File: src/design/sha_pkg.sv
`timescale 1ns / 1ps
// SHA-256 package: round constants, initial hash values, round functions
// and the sequencer state type. No dependencies.
package sha_pkg;

  localparam int unsigned WordW  = 32;
  localparam int unsigned Rounds = 64;

  localparam logic [WordW-1:0] SHA_K [Rounds] = '{
    32'h428a2f98, 32'h71374491, 32'hb5c0fbcf, 32'he9b5dba5,
    32'h3956c25b, 32'h59f111f1, 32'h923f82a4, 32'hab1c5ed5,
    32'hd807aa98, 32'h12835b01, 32'h243185be, 32'h550c7dc3,
    32'h72be5d74, 32'h80deb1fe, 32'h9bdc06a7, 32'hc19bf174,
    32'he49b69c1, 32'hefbe4786, 32'h0fc19dc6, 32'h240ca1cc,
    32'h2de92c6f, 32'h4a7484aa, 32'h5cb0a9dc, 32'h76f988da,
    32'h983e5152, 32'ha831c66d, 32'hb00327c8, 32'hbf597fc7,
    32'hc6e00bf3, 32'hd5a79147, 32'h06ca6351, 32'h14292967,
    32'h27b70a85, 32'h2e1b2138, 32'h4d2c6dfc, 32'h53380d13,
    32'h650a7354, 32'h766a0abb, 32'h81c2c92e, 32'h92722c85,
    32'ha2bfe8a1, 32'ha81a664b, 32'hc24b8b70, 32'hc76c51a3,
    32'hd192e819, 32'hd6990624, 32'hf40e3585, 32'h106aa070,
    32'h19a4c116, 32'h1e376c08, 32'h2748774c, 32'h34b0bcb5,
    32'h391c0cb3, 32'h4ed8aa4a, 32'h5b9cca4f, 32'h682e6ff3,
    32'h748f82ee, 32'h78a5636f, 32'h84c87814, 32'h8cc70208,
    32'h90befffa, 32'ha4506ceb, 32'hbef9a3f7, 32'hc67178f2
  };

  localparam logic [WordW-1:0] SHA_IV [8] = '{
    32'h6a09e667, 32'hbb67ae85, 32'h3c6ef372, 32'ha54ff53a,
    32'h510e527f, 32'h9b05688c, 32'h1f83d9ab, 32'h5be0cd19
  };

  localparam logic [7:0] PadByte = 8'h80;

  typedef enum logic [2:0] {
    ST_IDLE,
    ST_PUSH,
    ST_PAD,
    ST_LEN,
    ST_COMP,
    ST_FF,
    ST_DBL,
    ST_OUT
  } sha_state_e;

  function automatic logic [31:0] rotr(input logic [31:0] x, input int unsigned n);
    rotr = (x >> n) | (x << (32 - n));
  endfunction

  function automatic logic [31:0] big_s0(input logic [31:0] x);
    big_s0 = rotr(x, 2) ^ rotr(x, 13) ^ rotr(x, 22);
  endfunction

  function automatic logic [31:0] big_s1(input logic [31:0] x);
    big_s1 = rotr(x, 6) ^ rotr(x, 11) ^ rotr(x, 25);
  endfunction

  function automatic logic [31:0] small_s0(input logic [31:0] x);
    small_s0 = rotr(x, 7) ^ rotr(x, 18) ^ (x >> 3);
  endfunction

  function automatic logic [31:0] small_s1(input logic [31:0] x);
    small_s1 = rotr(x, 17) ^ rotr(x, 19) ^ (x >> 10);
  endfunction

endpackage

File: src/design/sha_if.sv
`timescale 1ns / 1ps
// Valid/ready channel interfaces for message words and digest words.
// No dependencies.
interface sha_in_if;
  logic        valid;
  logic        ready;
  logic [31:0] message_word;
  logic [2:0]  valid_bytes;
  logic        last_word;
  modport source (output valid, message_word, valid_bytes, last_word, input ready);
  modport sink   (input valid, message_word, valid_bytes, last_word, output ready);
endinterface

interface sha_out_if;
  logic        valid;
  logic        ready;
  logic [31:0] digest_word;
  logic [2:0]  digest_index;
  logic        digest_last;
  modport source (output valid, digest_word, digest_index, digest_last, input ready);
  modport sink   (input valid, digest_word, digest_index, digest_last, output ready);
endinterface

File: src/design/sha256_stream_hasher_core.sv
`timescale 1ns / 1ps
// SHA-256 / SHA-256d stream hasher: one shared round unit under a sequencer.
// Each accepted word is packed one byte a cycle (up to 4 bytes), pausing while a full
// block is compressed (64 rounds, then feed-forward). A last word then gets padding,
// the length and up to two compressions, one more compression in double mode, then
// 8 digest words. Ready only in idle. Reset (rst_ni low, async) restores the initial hash.
module sha256_stream_hasher_core (
  input  logic        clk_i,
  input  logic        rst_ni,
  input  logic        cfg_we_i,
  input  logic        cfg_wdata_i,
  sha_in_if.sink      in_if,
  sha_out_if.source   out_if
);
  import sha_pkg::*;

  sha_state_e  state_q, state_d;
  sha_state_e  ret_q, ret_d;         // where to resume after feed-forward
  logic        mode_q, mode_d;       // double_mode register
  logic        snap_q, snap_d;       // mode taken with the last word
  logic        dbl_q, dbl_d;         // second pass of SHA-256d running
  logic        pad80_q, pad80_d;     // 0x80 byte still to place
  logic [5:0]  pos_q, pos_d;
  logic [60:0] len_q, len_d;
  logic [5:0]  rnd_q, rnd_d;
  logic [2:0]  oidx_q, oidx_d;
  logic [31:0] chain_q [8];
  logic [31:0] chain_d [8];

  // Payload state: no reset needed.
  logic [31:0] blk_q [16];
  logic [31:0] blk_d [16];
  logic [31:0] wv_q [8];
  logic [31:0] wv_d [8];
  logic [31:0] hword_q, hword_d;
  logic [2:0]  hcnt_q, hcnt_d;
  logic        hlast_q, hlast_d;

  logic        in_acc, out_acc;
  logic        push_en;
  logic [7:0]  push_byte;
  logic [2:0]  cnt_sat;
  logic [31:0] t1, t2, w_new;
  logic [63:0] bit_len;

  assign in_acc  = in_if.valid && in_if.ready;
  assign out_acc = out_if.valid && out_if.ready;
  assign cnt_sat = (in_if.valid_bytes > 3'd4) ? 3'd4 : in_if.valid_bytes;
  assign bit_len = {len_q, 3'b000};

  // Round unit and schedule extension.
  always_comb begin
    t1 = wv_q[7] + big_s1(wv_q[4]) + ((wv_q[4] & wv_q[5]) ^ (~wv_q[4] & wv_q[6]))
       + SHA_K[rnd_q] + blk_q[0];
    t2 = big_s0(wv_q[0])
       + ((wv_q[0] & wv_q[1]) ^ (wv_q[0] & wv_q[2]) ^ (wv_q[1] & wv_q[2]));
    w_new = small_s1(blk_q[14]) + blk_q[9] + small_s0(blk_q[1]) + blk_q[0];
  end

  // Next state.
  always_comb begin
    state_d = state_q;
    case (state_q)
      ST_IDLE: if (in_acc) state_d = ST_PUSH;
      ST_PUSH: begin
        if (hcnt_q == 3'd0) state_d = hlast_q ? ST_PAD : ST_IDLE;
        else if (pos_q == 6'd63) state_d = ST_COMP;
      end
      ST_PAD: begin
        if (!pad80_q && pos_q == 6'd56) state_d = ST_LEN;
        else if (pos_q == 6'd63) state_d = ST_COMP;
      end
      ST_LEN:  state_d = ST_COMP;
      ST_COMP: if (rnd_q == 6'd63) state_d = ST_FF;
      ST_FF: begin
        if (ret_q == ST_OUT) state_d = (snap_q && !dbl_q) ? ST_DBL : ST_OUT;
        else state_d = ret_q;
      end
      ST_DBL:  state_d = ST_COMP;
      ST_OUT:  if (out_acc && oidx_q == 3'd7) state_d = ST_IDLE;
      default: state_d = ST_IDLE;
    endcase
  end

  // Datapath and bookkeeping.
  always_comb begin
    ret_d   = ret_q;
    mode_d  = cfg_we_i ? cfg_wdata_i : mode_q;
    snap_d  = snap_q;
    dbl_d   = dbl_q;
    pad80_d = pad80_q;
    pos_d   = pos_q;
    len_d   = len_q;
    rnd_d   = rnd_q;
    oidx_d  = oidx_q;
    chain_d = chain_q;
    blk_d   = blk_q;
    wv_d    = wv_q;
    hword_d = hword_q;
    hcnt_d  = hcnt_q;
    hlast_d = hlast_q;
    push_en   = 1'b0;
    push_byte = hword_q[31:24];

    case (state_q)
      ST_IDLE: begin
        if (in_acc) begin
          hword_d = in_if.message_word;
          hcnt_d  = cnt_sat;
          hlast_d = in_if.last_word;
          len_d   = len_q + 61'(cnt_sat);
          snap_d  = mode_q;
        end
      end
      ST_PUSH: begin
        if (hcnt_q == 3'd0) begin
          pad80_d = 1'b1;
        end else begin
          push_en = 1'b1;
          hword_d = {hword_q[23:0], 8'h00};
          hcnt_d  = hcnt_q - 3'd1;
          ret_d   = ST_PUSH;
        end
      end
      ST_PAD: begin
        if (pad80_q || pos_q != 6'd56) begin
          push_en   = 1'b1;
          push_byte = pad80_q ? PadByte : 8'h00;
          pad80_d   = 1'b0;
          ret_d     = ST_PAD;
        end
      end
      ST_LEN: begin
        blk_d[14] = bit_len[63:32];
        blk_d[15] = bit_len[31:0];
        pos_d = '0;
        ret_d = ST_OUT;
        wv_d  = chain_q;
        rnd_d = '0;
      end
      ST_COMP: begin
        // advance one round and slide the schedule window
        for (int i = 0; i < 15; i++) blk_d[i] = blk_q[i+1];
        blk_d[15] = w_new;
        wv_d[7] = wv_q[6];
        wv_d[6] = wv_q[5];
        wv_d[5] = wv_q[4];
        wv_d[4] = wv_q[3] + t1;
        wv_d[3] = wv_q[2];
        wv_d[2] = wv_q[1];
        wv_d[1] = wv_q[0];
        wv_d[0] = t1 + t2;
        rnd_d = rnd_q + 6'd1;
      end
      ST_FF: begin
        for (int i = 0; i < 8; i++) chain_d[i] = chain_q[i] + wv_q[i];
      end
      ST_DBL: begin
        // the 32-byte digest fits one padded block; its length is 256 bits
        for (int i = 0; i < 8; i++) blk_d[i] = chain_q[i];
        blk_d[8] = {PadByte, 24'h0};
        for (int i = 9; i < 15; i++) blk_d[i] = '0;
        blk_d[15] = 32'd256;
        chain_d = SHA_IV;
        wv_d    = SHA_IV;
        rnd_d   = '0;
        dbl_d   = 1'b1;
        ret_d   = ST_OUT;
      end
      ST_OUT: begin
        if (out_acc) begin
          oidx_d = oidx_q + 3'd1;
          if (oidx_q == 3'd7) begin
            chain_d = SHA_IV;
            len_d   = '0;
            pos_d   = '0;
            dbl_d   = 1'b0;
          end
        end
      end
      default: ;
    endcase

    // Byte packer: drop one byte into the block, compress when it fills.
    if (push_en) begin
      blk_d[pos_q[5:2]][{~pos_q[1:0], 3'b000} +: 8] = push_byte;
      pos_d = pos_q + 6'd1;
      if (pos_q == 6'd63) begin
        wv_d  = chain_q;
        rnd_d = '0;
      end
    end
  end

  // Port outputs.
  always_comb begin
    in_if.ready         = (state_q == ST_IDLE);
    out_if.valid        = (state_q == ST_OUT);
    out_if.digest_word  = chain_q[oidx_q];
    out_if.digest_index = oidx_q;
    out_if.digest_last  = (oidx_q == 3'd7);
  end

  always_ff @(posedge clk_i or negedge rst_ni) begin
    if (!rst_ni) begin
      state_q <= ST_IDLE;
      ret_q   <= ST_IDLE;
      mode_q  <= 1'b0;
      snap_q  <= 1'b0;
      dbl_q   <= 1'b0;
      pad80_q <= 1'b0;
      pos_q   <= '0;
      len_q   <= '0;
      rnd_q   <= '0;
      oidx_q  <= '0;
      chain_q <= SHA_IV;
    end else begin
      state_q <= state_d;
      ret_q   <= ret_d;
      mode_q  <= mode_d;
      snap_q  <= snap_d;
      dbl_q   <= dbl_d;
      pad80_q <= pad80_d;
      pos_q   <= pos_d;
      len_q   <= len_d;
      rnd_q   <= rnd_d;
      oidx_q  <= oidx_d;
      chain_q <= chain_d;
    end
  end

  always_ff @(posedge clk_i) begin
    blk_q   <= blk_d;
    wv_q    <= wv_d;
    hword_q <= hword_d;
    hcnt_q  <= hcnt_d;
    hlast_q <= hlast_d;
  end

  // Checks.
  a_no_overlap: assert property (@(posedge clk_i) disable iff (!rst_ni)
    !(in_if.ready && out_if.valid))
    else $error("input ready while digest pending");

  a_round_end: assert property (@(posedge clk_i) disable iff (!rst_ni)
    (state_q == ST_COMP && rnd_q == 6'd63) |=> (state_q == ST_FF))
    else $error("compression did not end after 64 rounds");

  a_back_idle: assert property (@(posedge clk_i) disable iff (!rst_ni)
    (out_acc && out_if.digest_last) |=> (in_if.ready && pos_q == 6'd0))
    else $error("not idle after final digest word");

endmodule

File: src/flat_wrapper.sv
// flat-port wrapper written by rule: the top's interface ports become plain ports
module sha256_stream_hasher_core_flat import sha_pkg::*;
  (clk_i, rst_ni, cfg_we_i, cfg_wdata_i, in_if_valid, in_if_message_word, in_if_valid_bytes, in_if_last_word, in_if_ready, out_if_valid, out_if_digest_word, out_if_digest_index, out_if_digest_last, out_if_ready);
  sha_in_if in_if_i ();
  sha_out_if out_if_i ();
  input  logic clk_i;
  input  logic rst_ni;
  input  logic cfg_we_i;
  input  logic cfg_wdata_i;
  input wire logic [$bits(in_if_i.valid)-1:0] in_if_valid;
  input wire logic [$bits(in_if_i.message_word)-1:0] in_if_message_word;
  input wire logic [$bits(in_if_i.valid_bytes)-1:0] in_if_valid_bytes;
  input wire logic [$bits(in_if_i.last_word)-1:0] in_if_last_word;
  output wire logic [$bits(in_if_i.ready)-1:0] in_if_ready;
  output wire logic [$bits(out_if_i.valid)-1:0] out_if_valid;
  output wire logic [$bits(out_if_i.digest_word)-1:0] out_if_digest_word;
  output wire logic [$bits(out_if_i.digest_index)-1:0] out_if_digest_index;
  output wire logic [$bits(out_if_i.digest_last)-1:0] out_if_digest_last;
  input wire logic [$bits(out_if_i.ready)-1:0] out_if_ready;
  assign in_if_i.valid = in_if_valid;
  assign in_if_i.message_word = in_if_message_word;
  assign in_if_i.valid_bytes = in_if_valid_bytes;
  assign in_if_i.last_word = in_if_last_word;
  assign in_if_ready = in_if_i.ready;
  assign out_if_valid = out_if_i.valid;
  assign out_if_digest_word = out_if_i.digest_word;
  assign out_if_digest_index = out_if_i.digest_index;
  assign out_if_digest_last = out_if_i.digest_last;
  assign out_if_i.ready = out_if_ready;
  sha256_stream_hasher_core u_core (.clk_i(clk_i), .rst_ni(rst_ni), .cfg_we_i(cfg_we_i), .cfg_wdata_i(cfg_wdata_i), .in_if(in_if_i), .out_if(out_if_i));
endmodule
File: config.mk
export PLATFORM = sky130hd
export DESIGN_NAME = sha256_stream_hasher_core_flat
export DESIGN_NICKNAME = d
export VERILOG_FILES = /design/src/design/sha_pkg.sv /design/src/design/sha_if.sv /design/src/design/sha256_stream_hasher_core.sv /design/src/flat_wrapper.sv
export SDC_FILE = /design/constraint.sdc
export NUM_CORES = 2
export LEC_CHECK = 0
export ABC_CLOCK_PERIOD_IN_PS = 12200
export BUFFER_PORTS_ARGS = -buffer_cell sky130_fd_sc_hd__buf_2
export CAP_MARGIN = 20
export CELL_PAD_IN_SITES_DETAIL_PLACEMENT = 2
export CELL_PAD_IN_SITES_GLOBAL_PLACEMENT = 2
export CORE_ASPECT_RATIO = 1.5
export CORE_UTILIZATION = 41
export DETAILED_ROUTE_END_ITERATION = 12
export GPL_ROUTABILITY_DRIVEN = 0
export PLACE_DENSITY_LB_ADDON = 0.1
export SYNTH_ARGS = -nofsm -noshare
export SYNTH_HDL_FRONTEND = slang
export SYNTH_SLANG_ARGS = --single-unit
File: constraint.sdc
create_clock -name clk_i -period 12.2 [get_ports clk_i]
set_clock_uncertainty 0.1 [all_clocks]
set_input_delay 1.83 -clock clk_i [delete_from_list [all_inputs] [get_ports clk_i]]
set_output_delay 1.83 -clock clk_i [all_outputs]
set_load 0.01 [all_outputs]
==> key figures <==
STA
  • Min Hold Slack: 385.4 ps
  • Sum Neg Setup Slack: 0 ps
  • F_max: 92.96 MHz
  • Setup ws final: 1442 ps
  • Fin. Hold Viols: 0
  • Final period util: 0.8818
  • RSZ-0062 raised after global routing: false
  • Endpoints failing setup: 0
  • Fin crit period: 10760 ps
  • Slew @ Worst Pin: 1429 ps
  • Slew headroom: 0.04705
  • Fin. max-slew vios: 0

Final layout
  • Multi-input combinational cell area: 48820 um^2
  • Storage cell area: 25210 um^2
  • Final net count: 9485
  • Layout fillers: 20.67k
  • P&R area growth vs syn: 9.112%
  • Util after Layout: 0.4497
  • Most frequent cells in the layout: 1117 x nand2_1, 796 x o21ai_0, 768 x dfxtp_1
  • Commonest non-fill, non-tap cell in the layout: nand2_1
  • Share of cells above drive strength 1: 0.08591

Outcome
  • Outcome: finished clean

Yosys
  • Ys Warns: 0
  • Async S/R FF share, synth: 0.2984
  • Synth Flop Type: dfxtp_1
  • Ranking of synthesized cells by area: dfxtp_1 20%, dfrtp_1 6.6%, ha_1 6.5%
  • Cell taking the most area after synthesis: dfxtp_1
  • Number of synthesized flops with an enable pin: 36
  • Number of synthesized register bits: 1146
  • Syn Std Cell Area: 77530 um^2
  • Synth unique cells: 101
  • Yosys top cell area share: 0.1983
  • Syn_nets: 9759
  • Seq/Total Area, Yosys: 0.3248
  • Mapped Cells: 9120
  • Avg Synthesized Cell Area: 8.501 um^2

Critical path
  • Crit Reg-Reg Startpoint: u_core.rnd_q[0]$_DFF_PN0_
  • Setup crit end kind: flop
  • Critical Path Sink: u_core.wv_q[255]$_DFF_P_
  • Cell depth of the worst flop-to-flop path: 38
  • Reg2Reg Setup Slack: 1440 ps
  • Peak fanout along the critical path: 24
  • CP required: 12780 ps
  • Largest stage delay, worst path: 550 ps
  • Most frequent CP cell: fa_1
  • Critical Path AT: 11340 ps
  • R2r endpoint: u_core.wv_q[255]$_DFF_P_
  • Worst Setup SP: u_core.rnd_q[0]$_DFF_PN0_
  • CP Class: reg2reg
  • CP max-delay cell: fa_1
  • Startpoint Class: flop

Routing
  • Via count: 76.61k
  • Vias per cell: 6.706
  • # DRC: 0
  • Post-DR wirelength/cell: 36.86 um
  • Post-route ant nets: 0
  • Drt total wl: 421100 um
  • Initial drt markers: 6871
  • Drt pass-1 iters: 6

Placement
  • Dpl ws: 1735 ps
  • DP Wirelength: 310700 um
  • Port Buffers: 79

Die
  • Starting Density: 0.4121
  • Die Y: 534.6 um
  • DIE AREA: 190900 um^2
  • Die X: 357.0 um
  • Cell Rows: 195
  • I/O Pins: 80
  • Core area: 188100 um^2

Clock network
  • Later-pin clock latency in the skew report: 850 ps
  • Reg clk slew, reported paths: 60 ps
  • CTS Buf Count: 142
  • # clock sinks: 1146
  • Setup Buffers After CTS: 0
  • Bufs on Longest Clock Path: 4
  • H-tree level count: 4
  • CTS tree: yes
  • CTS resizes: 0
  • CTS root buf: clkbuf_16
  • Hold buffers post-CTS: 0

Hold path
  • Worst Hold Class: reg2reg

Global routing
  • Initial antenna violation count: 40
  • Grt total ovfl: 0
  • Overall Global Routing Usage: 0.4315
  • Largest net degree at the start of global routing: 205
  • Vias in the first global route: 80.92k
  • First-pass GRT wire length: 590300 um

Job
  • Max-cap violations: 0
-- through the flow --
stage                     instance area, um^2  instances
after global placement                  79870      11150
after CTS                               84310      11400
after global routing                    84570      11420
final                                   84590      11420
after floorplan                         77530       9120
after detailed placement                79890      11150
-- cell families after synthesis --
| family | count (synthesis) | synth area share |
|---|---|---|
| adder cells (fa/ha/maj) | 618 | 0.1180 |
| flip-flops | 1146 | 0.3248 |
| buffers and inverters | 972 | 0.04751 |
| AND/OR/NAND/NOR | 2333 | 0.1282 |
| XOR/XNOR | 631 | 0.07129 |
| AO/OA/AOI/OAI | 2982 | 0.2414 |
| multiplexers | 438 | 0.06869 |
-- worst max-delay path, delay by kind of cell (launching register included) --
kind                     cells  cell delay [ps]
AND/OR/NAND/NOR              6             1740
buffers and inverters        6             1030
adder cells (fa/ha/maj)      8             3530
AO/OA/AOI/OAI               15             3180
flip-flops                   1              340
XOR/XNOR                     3              690
-- cells in the mapped netlist, types with 101 or more instances --
cell type and number:
nand2_1 1122, o21ai_0 796, dfxtp_1 768, a21oi_1 764, nor2_1 693, clkbuf_1 577, ha_1 401, xnor2_1 397
mux2i_1 325, inv_1 312, a22oi_1 301, o211ai_1 286, xor2_1 234, dfrtp_1 206, fa_1 196, a21o_1 165
dfstp_2 136, o22ai_1 134, nand3_1 101
-- worst min-delay path by stage --
stage | start | end | slack, ps | depth (start not counted)
after floorplan | u_core.wv_q[84]$_DFF_P_ | u_core.wv_q[52]$_DFF_P_ | 340 | 2
after global placement | u_core.wv_q[85]$_DFF_P_ | u_core.wv_q[53]$_DFF_P_ | 380 | 2
after detailed placement | u_core.wv_q[85]$_DFF_P_ | u_core.wv_q[53]$_DFF_P_ | 380 | 2
after CTS | u_core.wv_q[85]$_DFF_P_ | u_core.wv_q[53]$_DFF_P_ | 390 | 2
after global routing | u_core.wv_q[85]$_DFF_P_ | u_core.wv_q[53]$_DFF_P_ | 410 | 2
final | u_core.wv_q[85]$_DFF_P_ | u_core.wv_q[53]$_DFF_P_ | 390 | 2
-- area by class of cell --
type | instances | area share
multi-input combinational | 7002 | 0.5772
timing repair buffer | 240 | 0.02173
antenna | 11 | 0.0003254
tap | 2462 | 0.03642
inverter | 314 | 0.01393
sequential | 1146 | 0.2981
clock buffer | 225 | 0.04995
clock inverter | 24 | 0.002411
-- per-layer routing --
metal  GRT usage  up-vias  wire (um)  share of wire
li1            -    31970          -              -
met1      0.4559    39400     144700           0.34
met2      0.6894     3598     192500           0.46
met3     0.09581     1628      31200          0.074
met4      0.4494       12      52660           0.13
met5           0        -         66        0.00016
-- flip-flops by register name, summed over array words and instances (netlist names), 3 cells and up --
name,flops
u_core.wv_q,256
u_core.out_if.digest_index,3
u_core.len_q,61
u_core.chain_q,256
u_core.blk_q,512
u_core.ret_q,3
u_core.rnd_q,6
u_core.hword_q,32
u_core.hcnt_q,3
u_core.state_q,3
u_core.pos_q,6
Power is left out: the tool's default activity adds up to more than one toggle a clock period on the data nets, which glitch-free logic cannot reach.
